File: config.mk
export PLATFORM = sky130hd
export DESIGN_NAME = bayer_black_level_correction
export DESIGN_NICKNAME = d
export VERILOG_FILES = /design/src/rtl/core/bblc_pkg.sv /design/src/rtl/core/bayer_black_level_correction.sv /design/src/rtl/core/bblc_ctrl.sv /design/src/rtl/core/bblc_dp.sv
export SDC_FILE = /design/constraint.sdc
export NUM_CORES = 1
export LEC_CHECK = 0
export BUFFER_PORTS_ARGS = -buffer_cell sky130_fd_sc_hd__buf_2
export CORE_MARGIN = 4
export CORE_UTILIZATION = 54
export CTS_CLUSTER_DIAMETER = 200
export DETAILED_ROUTE_END_ITERATION = 10
export PLACE_DENSITY = 0.71
export SETUP_SLACK_MARGIN = 0.15
export SYNTH_ARGS = -nofsm -noshare
export SYNTH_HDL_FRONTEND = slang
export SYNTH_SLANG_ARGS = --single-unit
File: constraint.sdc
create_clock -name clk_i -period 6.8 [get_ports clk_i]
set_input_delay 1.36 -clock clk_i [delete_from_list [all_inputs] [get_ports clk_i]]
set_output_delay 1.36 -clock clk_i [all_outputs]
set_load 0.005 [all_outputs]
File: src/rtl/core/bblc_pkg.sv
// Package for the Bayer black level correction block.
// Holds register indexes, widths and the controller/datapath command types.
// Depends on nothing.
`default_nettype none
package bblc_pkg;
  localparam int unsigned PixW = 16;
  localparam int unsigned LwW = 14;
  localparam int unsigned MaxLineWidth = 8192;
  localparam int unsigned ColW = $clog2(MaxLineWidth);
  localparam int unsigned ProdW = 2 * PixW;
  localparam int unsigned QuoW = ProdW;
  localparam int unsigned DivCntW = $clog2(QuoW + 1);

  localparam logic [2:0] RegBlackRed = 3'd0;
  localparam logic [2:0] RegBlackGrRow = 3'd1;
  localparam logic [2:0] RegBlackGbRow = 3'd2;
  localparam logic [2:0] RegBlackBlue = 3'd3;
  localparam logic [2:0] RegWhite = 3'd4;
  localparam logic [2:0] RegMosaic = 3'd5;
  localparam logic [2:0] RegLineWidth = 3'd6;

  typedef struct packed {
    logic load;     // capture pixel and start a transaction
    logic mul;      // form the product
    logic div_step; // one restoring division step
  } dp_cmd_t;

  typedef struct packed {
    logic div_done;
  } dp_sts_t;
endpackage
`default_nettype wire

File: src/rtl/core/bayer_black_level_correction.sv
// Top level of the Bayer black level correction block.
// Joins bblc_ctrl and bblc_dp; depends on bblc_pkg.
`default_nettype none
// Each pixel becomes floor((raw - black) * white / (white - black)), saturated
// to 16 bits, with black chosen per Bayer channel from row/column parity and
// the mosaic order; frame_start (tuser) resets position. Each pixel is loaded,
// multiplied, passed through 32 steps of the bit-serial restoring divider and
// then presented as a result; the next pixel is accepted after the result
// transaction completes. Configuration writes take effect at once and must be made while idle.
module bayer_black_level_correction (
  input  wire logic        clk_i,
  input  wire logic        rst_ni,
  input  wire logic        cfg_we_i,
  input  wire logic [2:0]  cfg_idx_i,
  input  wire logic [15:0] cfg_data_i,
  input  wire logic        s_axis_tvalid_i,
  output logic             s_axis_tready_o,
  input  wire logic [15:0] s_axis_tdata_i,  // [15:0] raw_value
  input  wire logic        s_axis_tuser_i,  // [0] frame_start
  output logic             m_axis_tvalid_o,
  input  wire logic        m_axis_tready_i,
  output logic [15:0]      m_axis_tdata_o,  // [15:0] corrected_value
  output logic [1:0]       m_axis_tuser_o   // [0] clipped, [1] bad_config
);
  bblc_pkg::dp_cmd_t cmd;
  bblc_pkg::dp_sts_t sts;
  logic clip, bad;

  bblc_ctrl u_ctrl (
    .clk_i, .rst_ni,
    .in_valid_i(s_axis_tvalid_i), .in_ready_o(s_axis_tready_o),
    .out_valid_o(m_axis_tvalid_o), .out_ready_i(m_axis_tready_i),
    .cmd_o(cmd), .sts_i(sts)
  );

  bblc_dp u_dp (
    .clk_i, .rst_ni,
    .cfg_we_i, .cfg_idx_i, .cfg_data_i,
    .raw_i(s_axis_tdata_i), .fs_i(s_axis_tuser_i),
    .cmd_i(cmd), .sts_o(sts),
    .value_o(m_axis_tdata_o), .clip_o(clip), .bad_o(bad)
  );

  assign m_axis_tuser_o = {bad, clip};
endmodule
`default_nettype wire

File: src/rtl/core/bblc_ctrl.sv
// Controller for the Bayer black level correction block.
// Sequences load, multiply, divide and output; depends on bblc_pkg.
`default_nettype none
module bblc_ctrl (
  input  wire logic              clk_i,
  input  wire logic              rst_ni,
  input  wire logic              in_valid_i,
  output logic                   in_ready_o,
  output logic                   out_valid_o,
  input  wire logic              out_ready_i,
  output bblc_pkg::dp_cmd_t      cmd_o,
  input  wire bblc_pkg::dp_sts_t sts_i
);
  typedef enum logic [1:0] {StIdle, StMul, StDiv, StOut} state_e;
  state_e state_q;
  logic   out_valid_q;

  assign in_ready_o  = (state_q == StIdle);
  assign out_valid_o = out_valid_q;

  always_comb begin
    cmd_o          = '0;
    cmd_o.load     = in_ready_o && in_valid_i;
    cmd_o.mul      = (state_q == StMul);
    cmd_o.div_step = (state_q == StDiv) && !sts_i.div_done;
  end

  always_ff @(posedge clk_i or negedge rst_ni) begin
    if (!rst_ni) begin
      state_q     <= StIdle;
      out_valid_q <= 1'b0;
    end else begin
      case (state_q)
        StIdle: if (in_valid_i) state_q <= StMul;
        StMul: state_q <= StDiv;
        StDiv: begin
          if (sts_i.div_done) begin
            state_q     <= StOut;
            out_valid_q <= 1'b1;
          end
        end
        StOut: begin
          if (out_ready_i) begin
            state_q     <= StIdle;
            out_valid_q <= 1'b0;
          end
        end
        default: state_q <= StIdle;
      endcase
    end
  end

`ifndef SYNTHESIS
  a_out_only_in_out: assert property (@(posedge clk_i) disable iff (!rst_ni)
    out_valid_q |-> (state_q == StOut)) else $error("output valid outside output state");
  a_no_accept_busy: assert property (@(posedge clk_i) disable iff (!rst_ni)
    out_valid_q |-> !in_ready_o) else $error("input taken while result pending");
  a_load_to_mul: assert property (@(posedge clk_i) disable iff (!rst_ni)
    cmd_o.load |=> (state_q == StMul)) else $error("load did not advance to multiply");
`endif
endmodule
`default_nettype wire

File: src/rtl/core/bblc_dp.sv
// Datapath for the Bayer black level correction block.
// Holds config, position counters, multiplier and serial divider; depends on bblc_pkg.
`default_nettype none
module bblc_dp (
  input  wire logic                      clk_i,
  input  wire logic                      rst_ni,
  input  wire logic                      cfg_we_i,
  input  wire logic [2:0]                cfg_idx_i,
  input  wire logic [bblc_pkg::PixW-1:0] cfg_data_i,
  input  wire logic [bblc_pkg::PixW-1:0] raw_i,
  input  wire logic                      fs_i,
  input  wire bblc_pkg::dp_cmd_t         cmd_i,
  output bblc_pkg::dp_sts_t              sts_o,
  output logic [bblc_pkg::PixW-1:0]      value_o,
  output logic                           clip_o,
  output logic                           bad_o
);
  localparam int unsigned PW = bblc_pkg::PixW;
  localparam int unsigned QW = bblc_pkg::QuoW;
  localparam int unsigned CW = bblc_pkg::ColW;

  logic [PW-1:0] blk_q [4];
  logic [PW-1:0] white_q;
  logic [1:0]    mosaic_q;
  logic [bblc_pkg::LwW-1:0] lw_q;
  logic [CW-1:0] col_q;
  logic          row_q;

  logic [PW-1:0] diff_q, den_q;
  logic          bad_q, below_q;
  logic [QW-1:0] num_q, quo_q;
  logic [PW:0]   rem_q;
  logic [bblc_pkg::DivCntW-1:0] cnt_q;

  // Effective width: zero means one, clamp at the maximum.
  logic [bblc_pkg::LwW-1:0] eff_w;
  always_comb begin
    eff_w = lw_q;
    if (lw_q == '0) eff_w = bblc_pkg::LwW'(1);
    if (lw_q > bblc_pkg::LwW'(bblc_pkg::MaxLineWidth))
      eff_w = bblc_pkg::LwW'(bblc_pkg::MaxLineWidth);
  end

  logic [CW-1:0] col_c;
  logic          row_c;
  logic [1:0]    chan;
  logic [PW-1:0] blk;
  logic [CW:0]   col_nx;
  assign col_c  = fs_i ? '0 : col_q;
  assign row_c  = fs_i ? 1'b0 : row_q;
  assign chan   = {row_c ^ mosaic_q[1], col_c[0] ^ mosaic_q[0]};
  assign blk    = blk_q[chan];
  assign col_nx = {1'b0, col_c} + 1'b1;

  always_ff @(posedge clk_i or negedge rst_ni) begin
    if (!rst_ni) begin
      for (int i = 0; i < 4; i++) blk_q[i] <= '0;
      white_q  <= '1;
      mosaic_q <= '0;
      lw_q     <= bblc_pkg::LwW'(1);
      col_q    <= '0;
      row_q    <= 1'b0;
    end else begin
      if (cfg_we_i) begin
        case (cfg_idx_i)
          bblc_pkg::RegBlackRed:   blk_q[0] <= cfg_data_i;
          bblc_pkg::RegBlackGrRow: blk_q[1] <= cfg_data_i;
          bblc_pkg::RegBlackGbRow: blk_q[2] <= cfg_data_i;
          bblc_pkg::RegBlackBlue:  blk_q[3] <= cfg_data_i;
          bblc_pkg::RegWhite:      white_q  <= cfg_data_i;
          bblc_pkg::RegMosaic:     mosaic_q <= cfg_data_i[1:0];
          bblc_pkg::RegLineWidth:  lw_q     <= cfg_data_i[bblc_pkg::LwW-1:0];
          default: ;
        endcase
      end
      if (cmd_i.load) begin
        if ({1'b0, col_nx} >= {1'b0, eff_w}) begin
          col_q <= '0;
          row_q <= ~row_c;
        end else begin
          col_q <= col_nx[CW-1:0];
          row_q <= row_c;
        end
      end
    end
  end

  // Payload: load, multiply, then restoring division one bit a cycle.
  logic [PW:0] trial;
  assign trial = {rem_q[PW-1:0], num_q[QW-1]} - {1'b0, den_q};

  always_ff @(posedge clk_i) begin
    if (cmd_i.load) begin
      bad_q   <= (white_q <= blk);
      below_q <= (raw_i < blk);
      diff_q  <= raw_i - blk;
      den_q   <= white_q - blk;
    end
    if (cmd_i.mul) begin
      num_q <= QW'(diff_q) * QW'(white_q);
      rem_q <= '0;
      quo_q <= '0;
      cnt_q <= '0;
    end
    if (cmd_i.div_step) begin
      num_q <= {num_q[QW-2:0], 1'b0};
      if (!trial[PW]) begin
        rem_q <= trial;
        quo_q <= {quo_q[QW-2:0], 1'b1};
      end else begin
        rem_q <= {rem_q[PW-1:0], num_q[QW-1]};
        quo_q <= {quo_q[QW-2:0], 1'b0};
      end
      cnt_q <= cnt_q + 1'b1;
    end
  end

  assign sts_o.div_done = (cnt_q == bblc_pkg::DivCntW'(QW));

  logic ovf;
  assign ovf = |quo_q[QW-1:PW];
  always_comb begin
    value_o = '0;
    clip_o  = 1'b0;
    bad_o   = 1'b0;
    if (bad_q) bad_o = 1'b1;
    else if (below_q) clip_o = 1'b1;
    else if (ovf) begin
      value_o = '1;
      clip_o  = 1'b1;
    end else value_o = quo_q[PW-1:0];
  end
endmodule
`default_nettype wire

==> results.json <==
{
  "synthArstFlopShare_pct": 48.5,
  "dpl_worst_slack_ns": 0.346,
  "track_usage_pct": 23.4,
  "clock-sinks": 233,
  "firstDrtPassIters": 7,
  "numCtsBuffers": 27,
  "grt_pass1_wl_um": 79100,
  "gp_congestion": 0.889,
  "r2r_cells": 19,
  "dieArea_sq_mm": 0.0419,
  "startpoint_type": "flip-flop",
  "crit_chain": "buf_4 > and2_1 > fa_1 > fa_1 > ha_1 > inv_1 > fa_1 > fa_1 > fa_1 > inv_1 > ha_1 > o211ai_1 > a21oi_1 > o21ai_1 > a211o_1 > o21ai_1 > o2111ai_1 > and3_1 > o31ai_1",
  "worstPathArrival_ns": 6.79,
  "dp_cells": 2555,
  "grt_max_degree": 90,
  "drtIter0Drc": 1314,
  "vias": 14600,
  "regArea_sq_mm": 0.00645,
  "grt_setup_unrepaired": "false",
  "crit_top_cell": "fa_1",
  "slowest_stage": "edfxtp_1",
  "wire_per_inst_um": 18.3,
  "synth_top_area_share_pct": 18.9,
  "period_minus_slack_ns": 6.42,
  "worstSkewPairLatency_ns": 0.55,
  "cts_tree": "yes",
  "fmax_mhz": 156,
  "io_buffers": 60,
  "synthCells": 2029,
  "cp_max_fo": 10,
  "crit_end": "u_dp.num_q[29]$_DFFE_PP_",
  "hold_viol": 0,
  "r2r_end": "u_dp.num_q[29]$_DFFE_PP_",
  "hold_class": "flip-flop to flip-flop",
  "synth.avg_cell_area_sq_um": 10.3,
  "synth_edf_count": 119,
  "syn_area_sq_mm": 0.0209,
  "maxCapViolCount": 0,
  "synthToLayoutAreaGrowth_pct": 9.01,
  "finalClockSkew_ns": 0.0173,
  "slew-limit-headroom_pct": 22.9,
  "startpoint": "u_dp.diff_q[2]$_DFFE_PP_",
  "multi_input_area_sq_mm": 0.0131,
  "yosysUniqueCellTypes": 74,
  "ctsRootBufferMaster": "clkbuf_16",
  "antenna_found_initial": 2,
  "final_util_pct": 60.0,
  "critPathMaxStageDelay_ns": 0.64,
  "core-area_sq_mm": 0.0379,
  "synth_area_leader_cell": "fa_1",
  "crit_type": "flip-flop to flip-flop",
  "ff2ff_setup_slack_ns": 0.38,
  "cts_hold_buf": 0,
  "synth.ff_latch_count": 233,
  "ys.flop_type": "edfxtp_1",
  "status": "complete, no violations",
  "rows": 71,
  "busiest_layer": "met2",
  "critPathCaptureType": "flip-flop",
  "die_x_um": 205,
  "initial_core_util_pct": 55.0,
  "clock_path_buffers": 3,
  "final.setup.tns_ns": 0,
  "finalCritPeriodShare_pct": 94.4,
  "worstMarginPinSlew_ns": 1.16,
  "yosysWarnings": 0,
  "routed_wl_um": 47700,
  "viasPerCell": 5.59,
  "syn-num-nets": 2440,
  "ios": 61,
  "drive_above_1_share_pct": 13.9,
  "fin_ws_ns": 0.384,
  "fill_cells": 3162,
  "htreeDepth": 1,
  "fin_cells": 2610,
  "path_clk_slew_ns": 0.06,
  "die_h_um": 205,
  "dp_hpwl_um": 36300,
  "grt_pass1_vias": 15300,
  "grt.overflow.total": 0,
  "drv_slew": 0,
  "fin_nets": 2488,
  "ant_nets": 0,
  "synthTopCellsByArea": "fa_1, edfxtp_1, dfrtp_1, ha_1, inv_1",
  "setup_viol": 0,
  "met2_usage_pct": 38.0,
  "remaining_drc_errors": 0,
  "critical_path_required_ns": 7.18,
  "use_met3_pct": 4.53,
  "met1_usage_pct": 32.4,
  "yosysSeqAreaShare_pct": 30.9,
  "reg2reg_from": "u_dp.diff_q[2]$_DFFE_PP_"
}
==> flip-flops by register name, summed over array words and instances, names as in the netlist, 6 cells and up <==
register and cells:
u_dp.blk_q 64, u_dp.cnt_q 6, u_dp.col_q 13, u_dp.den_q 16
u_dp.diff_q 16, u_dp.lw_q 14, u_dp.num_q 32, u_dp.quo_q 32
u_dp.rem_q 16, u_dp.white_q 16
==> metal layers <==
| metal | vias to the layer above | share of wire, % | wire length, um |
|---|---|---|---|
| li1 | 6794 | - | - |
| met1 | 7264 | 45 | 21400 |
| met5 | - | 0.031 | 15 |
| met4 | 2 | 3.1 | 1490 |
| met3 | 96 | 6.2 | 2950 |
| met2 | 423 | 46 | 21900 |
==> final cells by class <==
type	count	area share (%)
Antenna cell	1	0.0110
Inverter	297	4.90
Sequential cell	233	28.3
Multi-Input combinational cell	1423	57.3
Clock inverter	12	0.577
Timing Repair Buffer	95	2.48
Clock buffer	38	3.55
Tap cell	511	2.81
==> critical path, delay by kind of cell (launching register included) <==
family                   cells  cell delay [ns]
buffers and inverters        3             0.37
AND/OR/NAND/NOR              2             0.38
flip-flops                   1             0.64
adder cells (fa/ha/maj)      7             3.24
AO/OA/AOI/OAI                7             1.61
==> synthesized netlist by cell type (all sizes together), types with 26 or more instances <==
| cell | count |
|---|---|
| edfxtp | 119 |
| nor2 | 75 |
| a21o | 29 |
| dfrtp | 96 |
| xnor2 | 57 |
| inv | 297 |
| clkbuf | 63 |
| a21oi | 61 |
| o21ai | 65 |
| and2 | 155 |
| fa | 197 |
| ha | 173 |
| nand2 | 246 |
| mux2 | 94 |
| o21a | 26 |
==> cells by family after synthesis <==
kind of cell    share of synthesized area [%]
compound gates                           8.41
xor+xnor                                 3.48
fa+ha+maj                                29.3
buf+inv                                  6.85
flops                                    30.9
mux                                      7.37
simple gates                             13.8
==> worst min-delay path by stage <==
| stage | slack [ns] | to | cells past startpoint | startpoint |
|---|---|---|---|---|
| floorplan | 0.43 | u_dp.num_q[0]$_SDFFE_PP0P_ | 2 | u_dp.num_q[0]$_SDFFE_PP0P_ |
| global placement | 0.45 | u_dp.num_q[0]$_SDFFE_PP0P_ | 2 | u_dp.num_q[0]$_SDFFE_PP0P_ |
| detailed placement | 0.45 | u_dp.num_q[0]$_SDFFE_PP0P_ | 2 | u_dp.num_q[0]$_SDFFE_PP0P_ |
| CTS | 0.45 | u_dp.num_q[0]$_SDFFE_PP0P_ | 2 | u_dp.num_q[0]$_SDFFE_PP0P_ |
| global route | 0.50 | u_dp.num_q[0]$_SDFFE_PP0P_ | 2 | u_dp.num_q[0]$_SDFFE_PP0P_ |
| finish | 0.45 | u_dp.num_q[0]$_SDFFE_PP0P_ | 2 | u_dp.num_q[0]$_SDFFE_PP0P_ |
==> cell usage in the layout (no fill, tap or decap), types with 16 or more instances in the layout <==
cell type,netlist,routed
ha_1,173,173
mux4_2,16,16
edfxtp_1,119,119
nand2b_1,16,16
clkbuf_16,0,28
dfrtp_1,96,96
dfstp_2,17,16
nand2_1,246,245
o21a_1,26,26
and2_1,155,155
xor2_1,22,22
o21ai_1,41,41
buf_4,2,36
a21oi_1,60,60
inv_1,297,297
mux2_2,94,94
o21ai_0,23,23
fa_1,197,197
a21o_1,29,29
buf_2,6,59
nand3_1,21,21
nor2_1,75,75
xnor2_1,56,56
==> timing repair <==
action                     in CTS  in global routing
setup endpoints to repair       0                  6
gates resized for setup         0                  2
setup buffers                   0                  4
==> stage by stage <==
stage / hold slack (ns) / instance area, sq um
after global placement: 0.445 / 21800
after global routing: 0.498 / 22800
after floorplan: 0.432 / 20900
final: 0.455 / 22800
after detailed placement: 0.447 / 21800
after CTS: 0.454 / 22700
Power is left out: the tool's default activity adds up to more than one toggle a clock period on the data nets, which glitch-free logic cannot reach.
